--- config.mk ---
export PLATFORM = sky130hd
export DESIGN_NAME = lpks_ctrl
export DESIGN_NICKNAME = d
export VERILOG_FILES = /design/src/lpks_pkg.sv /design/src/lpks_ctrl.sv
export SDC_FILE = /design/constraint.sdc
export NUM_CORES = 1
export LEC_CHECK = 0
export ABC_AREA = 1
export BUFFER_PORTS_ARGS = -buffer_cell sky130_fd_sc_hd__buf_4
export CAP_MARGIN = 10
export CORE_ASPECT_RATIO = 0.7
export CORE_MARGIN = 1
export CORE_UTILIZATION = 50
export CTS_CLUSTER_DIAMETER = 200
export DETAILED_ROUTE_END_ITERATION = 8
export PLACE_DENSITY = 0.8
export SLEW_MARGIN = 0
export SYNTH_ARGS = -nofsm -noshare
export SYNTH_HDL_FRONTEND = slang
export SYNTH_SLANG_ARGS = --single-unit
--- constraint.sdc ---
create_clock -name clock -period 3.32 [get_ports clock]
set_input_delay 0.332 -clock clock [delete_from_list [all_inputs] [get_ports clock]]
set_output_delay 0.332 -clock clock [all_outputs]
set_load 0.01 [all_outputs]
--- src/lpks_pkg.sv ---
// Shared types and constants for the linear-probe key set.
// No dependencies; every other file imports this package.
`default_nettype none

package lpks_pkg;

   localparam int KEY_W      = 32;
   localparam int OP_W       = 2;
   localparam int ERR_W      = 2;
   localparam int COUNT_W    = 10;
   localparam int VB_W       = 6;
   localparam int LG_RAW_W   = 4;
   localparam int CSR_IDX_W  = 1;
   localparam int CSR_DATA_W = 6;

   localparam logic [KEY_W-1:0] EMPTY_KEY = '1;

   localparam logic [VB_W-1:0]     VB_RESET = 6'd32;
   localparam logic [VB_W-1:0]     VB_MIN   = 6'd1;
   localparam logic [VB_W-1:0]     VB_MAX   = 6'd32;
   localparam logic [LG_RAW_W-1:0] LG_RESET = 4'd10;
   localparam logic [LG_RAW_W-1:0] LG_MIN   = 4'd2;

   typedef enum logic [OP_W-1:0] {
      OP_INSERT = 2'd0,
      OP_DELETE = 2'd1,
      OP_CLEAR  = 2'd2,
      OP_NOP    = 2'd3
   } op_type;

   typedef enum logic [ERR_W-1:0] {
      ERR_NONE = 2'd0,
      ERR_WIDE = 2'd1,
      ERR_FULL = 2'd2,
      ERR_MARK = 2'd3
   } err_type;

   typedef enum logic [CSR_IDX_W-1:0] {
      REG_VALID_BITS = 1'd0,
      REG_LG_SIZE    = 1'd1
   } reg_index_type;

   // Next slot pointer selection.
   typedef enum logic [2:0] {
      PS_HOLD = 3'd0,
      PS_ZERO = 3'd1,
      PS_STEP = 3'd2,
      PS_NEXT = 3'd3,
      PS_HOME = 3'd4,
      PS_SCAN = 3'd5
   } ptr_sel_type;

   typedef struct packed {
      ptr_sel_type ptr_sel;
      logic        mem_we;
      logic        wr_key;
      logic        key_load_req;
      logic        key_load_rd;
      logic        scan_load;
      logic        sweep_start;
      logic        sweep_full;
      logic        cnt_inc;
      logic        cnt_dec;
      logic        cnt_clear;
      logic        res_init;
      logic        res_changed;
      logic        res_err_set;
      err_type     res_err;
      logic        rsp_load;
   } lpks_cmd_type;

   typedef struct packed {
      logic cfg_write;
      logic key_is_mark;
      logic key_too_wide;
      logic rd_hit;
      logic rd_empty;
      logic rd_stop;
      logic table_full;
      logic sweep_done;
      logic rsp_free;
   } lpks_stat_type;

endpackage

`default_nettype wire

--- src/lpks_ctrl.sv ---
// Sequencer for the key set: probe, insert, delete with backshift, clear sweep.
// Depends on lpks_pkg; drives lpks_dp through the command struct.
`default_nettype none

module lpks_ctrl (
   input  wire                   clock,
   input  wire                   reset,
   input  wire                   req_valid,
   input  wire [lpks_pkg::OP_W-1:0] req_op,
   output logic                  req_ready,
   input  lpks_pkg::lpks_stat_type stat,
   output lpks_pkg::lpks_cmd_type  cmd
);
   import lpks_pkg::*;

   typedef enum logic [7:0] {
      ST_SWEEP   = 8'b0000_0001,
      ST_IDLE    = 8'b0000_0010,
      ST_DECODE  = 8'b0000_0100,
      ST_PROBE   = 8'b0000_1000,
      ST_BS_READ = 8'b0001_0000,
      ST_BS_HOME = 8'b0010_0000,
      ST_BS_FIND = 8'b0100_0000,
      ST_RESP    = 8'b1000_0000
   } ctrl_state_type;

   ctrl_state_type state_ff, state_in;
   op_type         op_ff, op_in;
   logic           sweep_resp_ff, sweep_resp_in;

   always_comb begin
      state_in      = state_ff;
      op_in         = op_ff;
      sweep_resp_in = sweep_resp_ff;
      cmd           = '0;
      req_ready     = 1'b0;

      case (state_ff)
         ST_SWEEP: begin
            cmd.mem_we  = 1'b1;
            cmd.ptr_sel = PS_STEP;
            if (stat.sweep_done) begin
               state_in      = sweep_resp_ff ? ST_RESP : ST_IDLE;
               sweep_resp_in = 1'b0;
            end
         end
         ST_IDLE: begin
            req_ready = !stat.cfg_write;
            if (req_valid && !stat.cfg_write) begin
               cmd.key_load_req = 1'b1;
               cmd.res_init     = 1'b1;
               op_in            = op_type'(req_op);
               state_in         = ST_DECODE;
            end
         end
         ST_DECODE: begin
            case (op_ff)
               OP_CLEAR: begin
                  cmd.ptr_sel     = PS_ZERO;
                  cmd.sweep_start = 1'b1;
                  cmd.cnt_clear   = 1'b1;
                  sweep_resp_in   = 1'b1;
                  state_in        = ST_SWEEP;
               end
               OP_INSERT, OP_DELETE: begin
                  if (stat.key_is_mark) begin
                     cmd.res_err_set = 1'b1;
                     cmd.res_err     = ERR_MARK;
                     state_in        = ST_RESP;
                  end else if (stat.key_too_wide) begin
                     cmd.res_err_set = 1'b1;
                     cmd.res_err     = ERR_WIDE;
                     state_in        = ST_RESP;
                  end else begin
                     cmd.ptr_sel = PS_HOME;
                     state_in    = ST_PROBE;
                  end
               end
               default: begin
                  state_in = ST_RESP;
               end
            endcase
         end
         ST_PROBE: begin
            if (!stat.rd_stop) begin
               cmd.ptr_sel = PS_NEXT;
            end else if (op_ff == OP_DELETE) begin
               if (stat.rd_hit) begin
                  cmd.mem_we      = 1'b1;
                  cmd.cnt_dec     = 1'b1;
                  cmd.res_changed = 1'b1;
                  cmd.ptr_sel     = PS_NEXT;
                  state_in        = ST_BS_READ;
               end else begin
                  state_in = ST_RESP;
               end
            end else begin
               if (stat.rd_hit) begin
                  state_in = ST_RESP;
               end else if (stat.table_full) begin
                  cmd.res_err_set = 1'b1;
                  cmd.res_err     = ERR_FULL;
                  state_in        = ST_RESP;
               end else begin
                  cmd.mem_we      = 1'b1;
                  cmd.wr_key      = 1'b1;
                  cmd.cnt_inc     = 1'b1;
                  cmd.res_changed = 1'b1;
                  state_in        = ST_RESP;
               end
            end
         end
         ST_BS_READ: begin
            if (stat.rd_empty) begin
               state_in = ST_RESP;
            end else begin
               cmd.mem_we      = 1'b1;
               cmd.key_load_rd = 1'b1;
               cmd.scan_load   = 1'b1;
               state_in        = ST_BS_HOME;
            end
         end
         ST_BS_HOME: begin
            cmd.ptr_sel = PS_HOME;
            state_in    = ST_BS_FIND;
         end
         ST_BS_FIND: begin
            if (stat.rd_stop) begin
               cmd.mem_we  = 1'b1;
               cmd.wr_key  = 1'b1;
               cmd.ptr_sel = PS_SCAN;
               state_in    = ST_BS_READ;
            end else begin
               cmd.ptr_sel = PS_NEXT;
            end
         end
         ST_RESP: begin
            if (stat.rsp_free) begin
               cmd.rsp_load = 1'b1;
               state_in     = ST_IDLE;
            end
         end
         default: begin
            state_in = ST_IDLE;
         end
      endcase

      // A register write empties the whole store.
      if (stat.cfg_write) begin
         cmd.ptr_sel     = PS_ZERO;
         cmd.sweep_start = 1'b1;
         cmd.sweep_full  = 1'b1;
         cmd.cnt_clear   = 1'b1;
         state_in        = ST_SWEEP;
      end
   end

   always_ff @(posedge clock) begin
      if (reset) begin
         state_ff      <= ST_SWEEP;
         op_ff         <= OP_NOP;
         sweep_resp_ff <= 1'b0;
      end else begin
         state_ff      <= state_in;
         op_ff         <= op_in;
         sweep_resp_ff <= sweep_resp_in;
      end
   end

endmodule

`default_nettype wire

==> flow_metrics.tcl <==
set metrics [dict create \
    cp.buffers_inverters 3 \
    power_uw 328.1 \
    syn-num-nets 182 \
    cts_tree "done" \
    grt_antenna_before_repair 0 \
    grt-ovfl-total 0 \
    combPwrFrac_pct 28.4 \
    cts_resized 0 \
    p_int_uw 218.4 \
    path_max_fanout 7 \
    rsz0062_at_grt "false" \
    register_area_sq_um 220.2 \
    tns_ns 0 \
    grt_pass1_vias 928 \
    place_hpwl_um 2081 \
    antenna_cells 0 \
    synthTopCellsByArea "dfxtp_1, nand2_1, nor2_1, inv_1, nand3_1" \
    cp-start-kind "register" \
    ys_seq_elements 11 \
    ys_types 24 \
    power_switching_uw 109.8 \
    drt_first_pass_iters 4 \
    synth_area_sq_um 996.0 \
    pwr-share-clk_pct 29.6 \
    globalplace.congestion 0.8971 \
    post-cts-setup-buffers 0 \
    final_cell_mix "nand2_1, buf_4, nor2_1" \
    fin_skew_ns 0.007229 \
    met3_usage_pct 6.931 \
    avgSynthCellArea_sq_um 5.928 \
    grtUsageMet2_pct 41.57 \
    slew_viol_final 0 \
    dpl_cell_area_sq_mm 0.001241 \
    n_fill_cell 171 \
    post-route-period-util_pct 58.77 \
    die_y_um 39.34 \
    crit_chain "inv_2, nand2_4, nor2_8, nand2_1, nor2_1, inv_1, nand2_1, nor2_1, nand2_1, buf_4" \
    worstSetupStartpoint "state_ff[3]$_SDFFE_PP0P_" \
    path_clk_slew_ns 0.08 \
    cts_buffer_depth 2 \
    routed_wl_um 2480 \
    setup_viol_count_final 0 \
    use_met1_pct 33.07 \
    fp-row-count 13 \
    holdWs_ns 0.2105 \
    initial_core_util_pct 53.24 \
    layout-drive-gt1-share_pct 31.84 \
    tightest_slew_ns 0.3116 \
    slowest_delay_ns 0.33 \
    hold_path_class "in2reg" \
    grt_most_used_layer "met2" \
    max_freq_ghz 0.5125 \
    yosysWarnings 0 \
    path_common_cell "nand2_1" \
    synthCells 168 \
    worstPathArrival_ns 1.62 \
    finalInstanceArea_sq_mm 0.001269 \
    drtIter0Drc 50 \
    clkLatencyLatePin_ns 0.28 \
    htree_levels 1 \
    grt_start_max_net_pins 10 \
    drc 0 \
    yosysTopAreaCellShare_pct 22.11 \
    endpoint_kind "output pin" \
    worstHoldStart "reset" \
    area_delta_synth_final_pct 27.39 \
    leakagePower_nw 0.7386 \
    max-cap-violations 0 \
    cts_made_buffers 3 \
    powerDensity_mw_per_mm2 258.6 \
    power_frac_seq_pct 42.0 \
    crit_family "simple AND/OR/NAND/NOR gates" \
    crit_slowest_cell "dfxtp_1" \
    final_common_cell "nand2_1" \
    final-hold-violation-count 0 \
    swShare_pct 33.45 \
    dieArea_sq_mm 0.002177 \
    yosysTopAreaCell "dfxtp_1" \
    root_buffer "clkbuf_4" \
    wl_per_cell_um 11.12 \
    cp.required_ns 2.99 \
    multiInputGateArea_sq_um 630.6 \
    gr-usage-all-layers_pct 25.37 \
    critPathKind "reg2out" \
    cts_num_sinks 11 \
    slew_headroom_pct 79.15 \
    routed_via_density 4.843 \
    ioPinCount 34 \
    grt_pass1_wl_um 4112 \
    ctsHoldBuffers 0 \
    coreArea_sq_mm 0.001871 \
    reg2reg_from "state_ff[7]$_SDFFE_PP0P_" \
    port_buffers 33 \
    vdd_drop_max_mv 0.1672 \
    seq_area_frac_synth_pct 22.11 \
    die_x_um 55.35 \
    layout.nets 216 \
    vias 1080 \
    period_minus_slack_ns 1.951 \
    ant_nets 0 \
    status "complete, no violations" \
]
-- Yosys cell counts (all sizes together) --
cell,number
a31oi,1
buf,4
nand2,55
a21oi,4
o211ai,2
o21ai,3
or2,1
nand3,14
inv,30
nand4,3
nor2,36
o21a,1
dfxtp,11
nor3,3
-- power groups by stage --
stage | clock network [mW] | registers (mW) | logic, mW
detailed placement | 0 | 0.141 | 0.0932
finish | 0.0970 | 0.138 | 0.0933
global route | 0.107 | 0.138 | 0.104
floorplan | 0 | 0.140 | 0.0611
global placement | 0 | 0.141 | 0.0920
CTS | 0.100 | 0.138 | 0.0935
-- final cells by class --
| cell class | count | area share, % |
|---|---|---|
| clock buffers | 3 | 1.775 |
| clock inverters | 1 | 0.3945 |
| inverters | 30 | 9.073 |
| multi-input cells | 123 | 49.70 |
| flip-flops and latches | 11 | 17.36 |
| well taps | 22 | 2.170 |
| repair buffers | 33 | 19.53 |
-- worst paths after layout --
check	end	slack, ns	cells past startpoint
min reg2reg	sweep_resp_ff$_SDFFE_PP0P_	0.50	2
max	cmd[15]	1.37	10
min	sweep_resp_ff$_SDFFE_PP0P_	0.21	2
max reg2reg	state_ff[3]$_SDFFE_PP0P_	2.00	10
-- logic make-up after synthesis --
group	synth area share, %
AND/OR/NAND/NOR	56.91
buffers and inverters	14.57
flip-flops	22.11
AO/OA/AOI/OAI	6.407
-- flip-flops by register name, summed over array words and instances, names as in the netlist --
signal,flops
op_ff,2
state_ff,8
sweep_resp_ff,1
-- metal layers --
| metal | wire, um | vias to the layer above |
|---|---|---|
| met5 | 0 | - |
| met2 | 1065 | 25 |
| met1 | 1256 | 472 |
| met4 | 33 | 0 |
| li1 | - | 578 |
| met3 | 125 | 5 |
-- metrics by stage --
step	utilization [%]	cells	worst slack (ns)
final	67.83	223	1.369
after detailed placement	66.35	219	1.699
after CTS	67.83	223	1.377
after floorplan	-	168	1.783
after global placement	66.35	219	1.707
after global routing	67.83	223	1.256
-- worst reg2reg max path: stages, from the launching register on --
cell and delay (ns):
dfxtp_1 0.33, nor2_1 0.14, nand2_2 0.10, inv_4 0.13
nand3_2 0.12, nand2_1 0.11, inv_2 0.04, nand3_2 0.10
nand2_1 0.06, nand2_1 0.07, nor2_2 0.03
No activity file was read; power rests on OpenSTA's default activity.
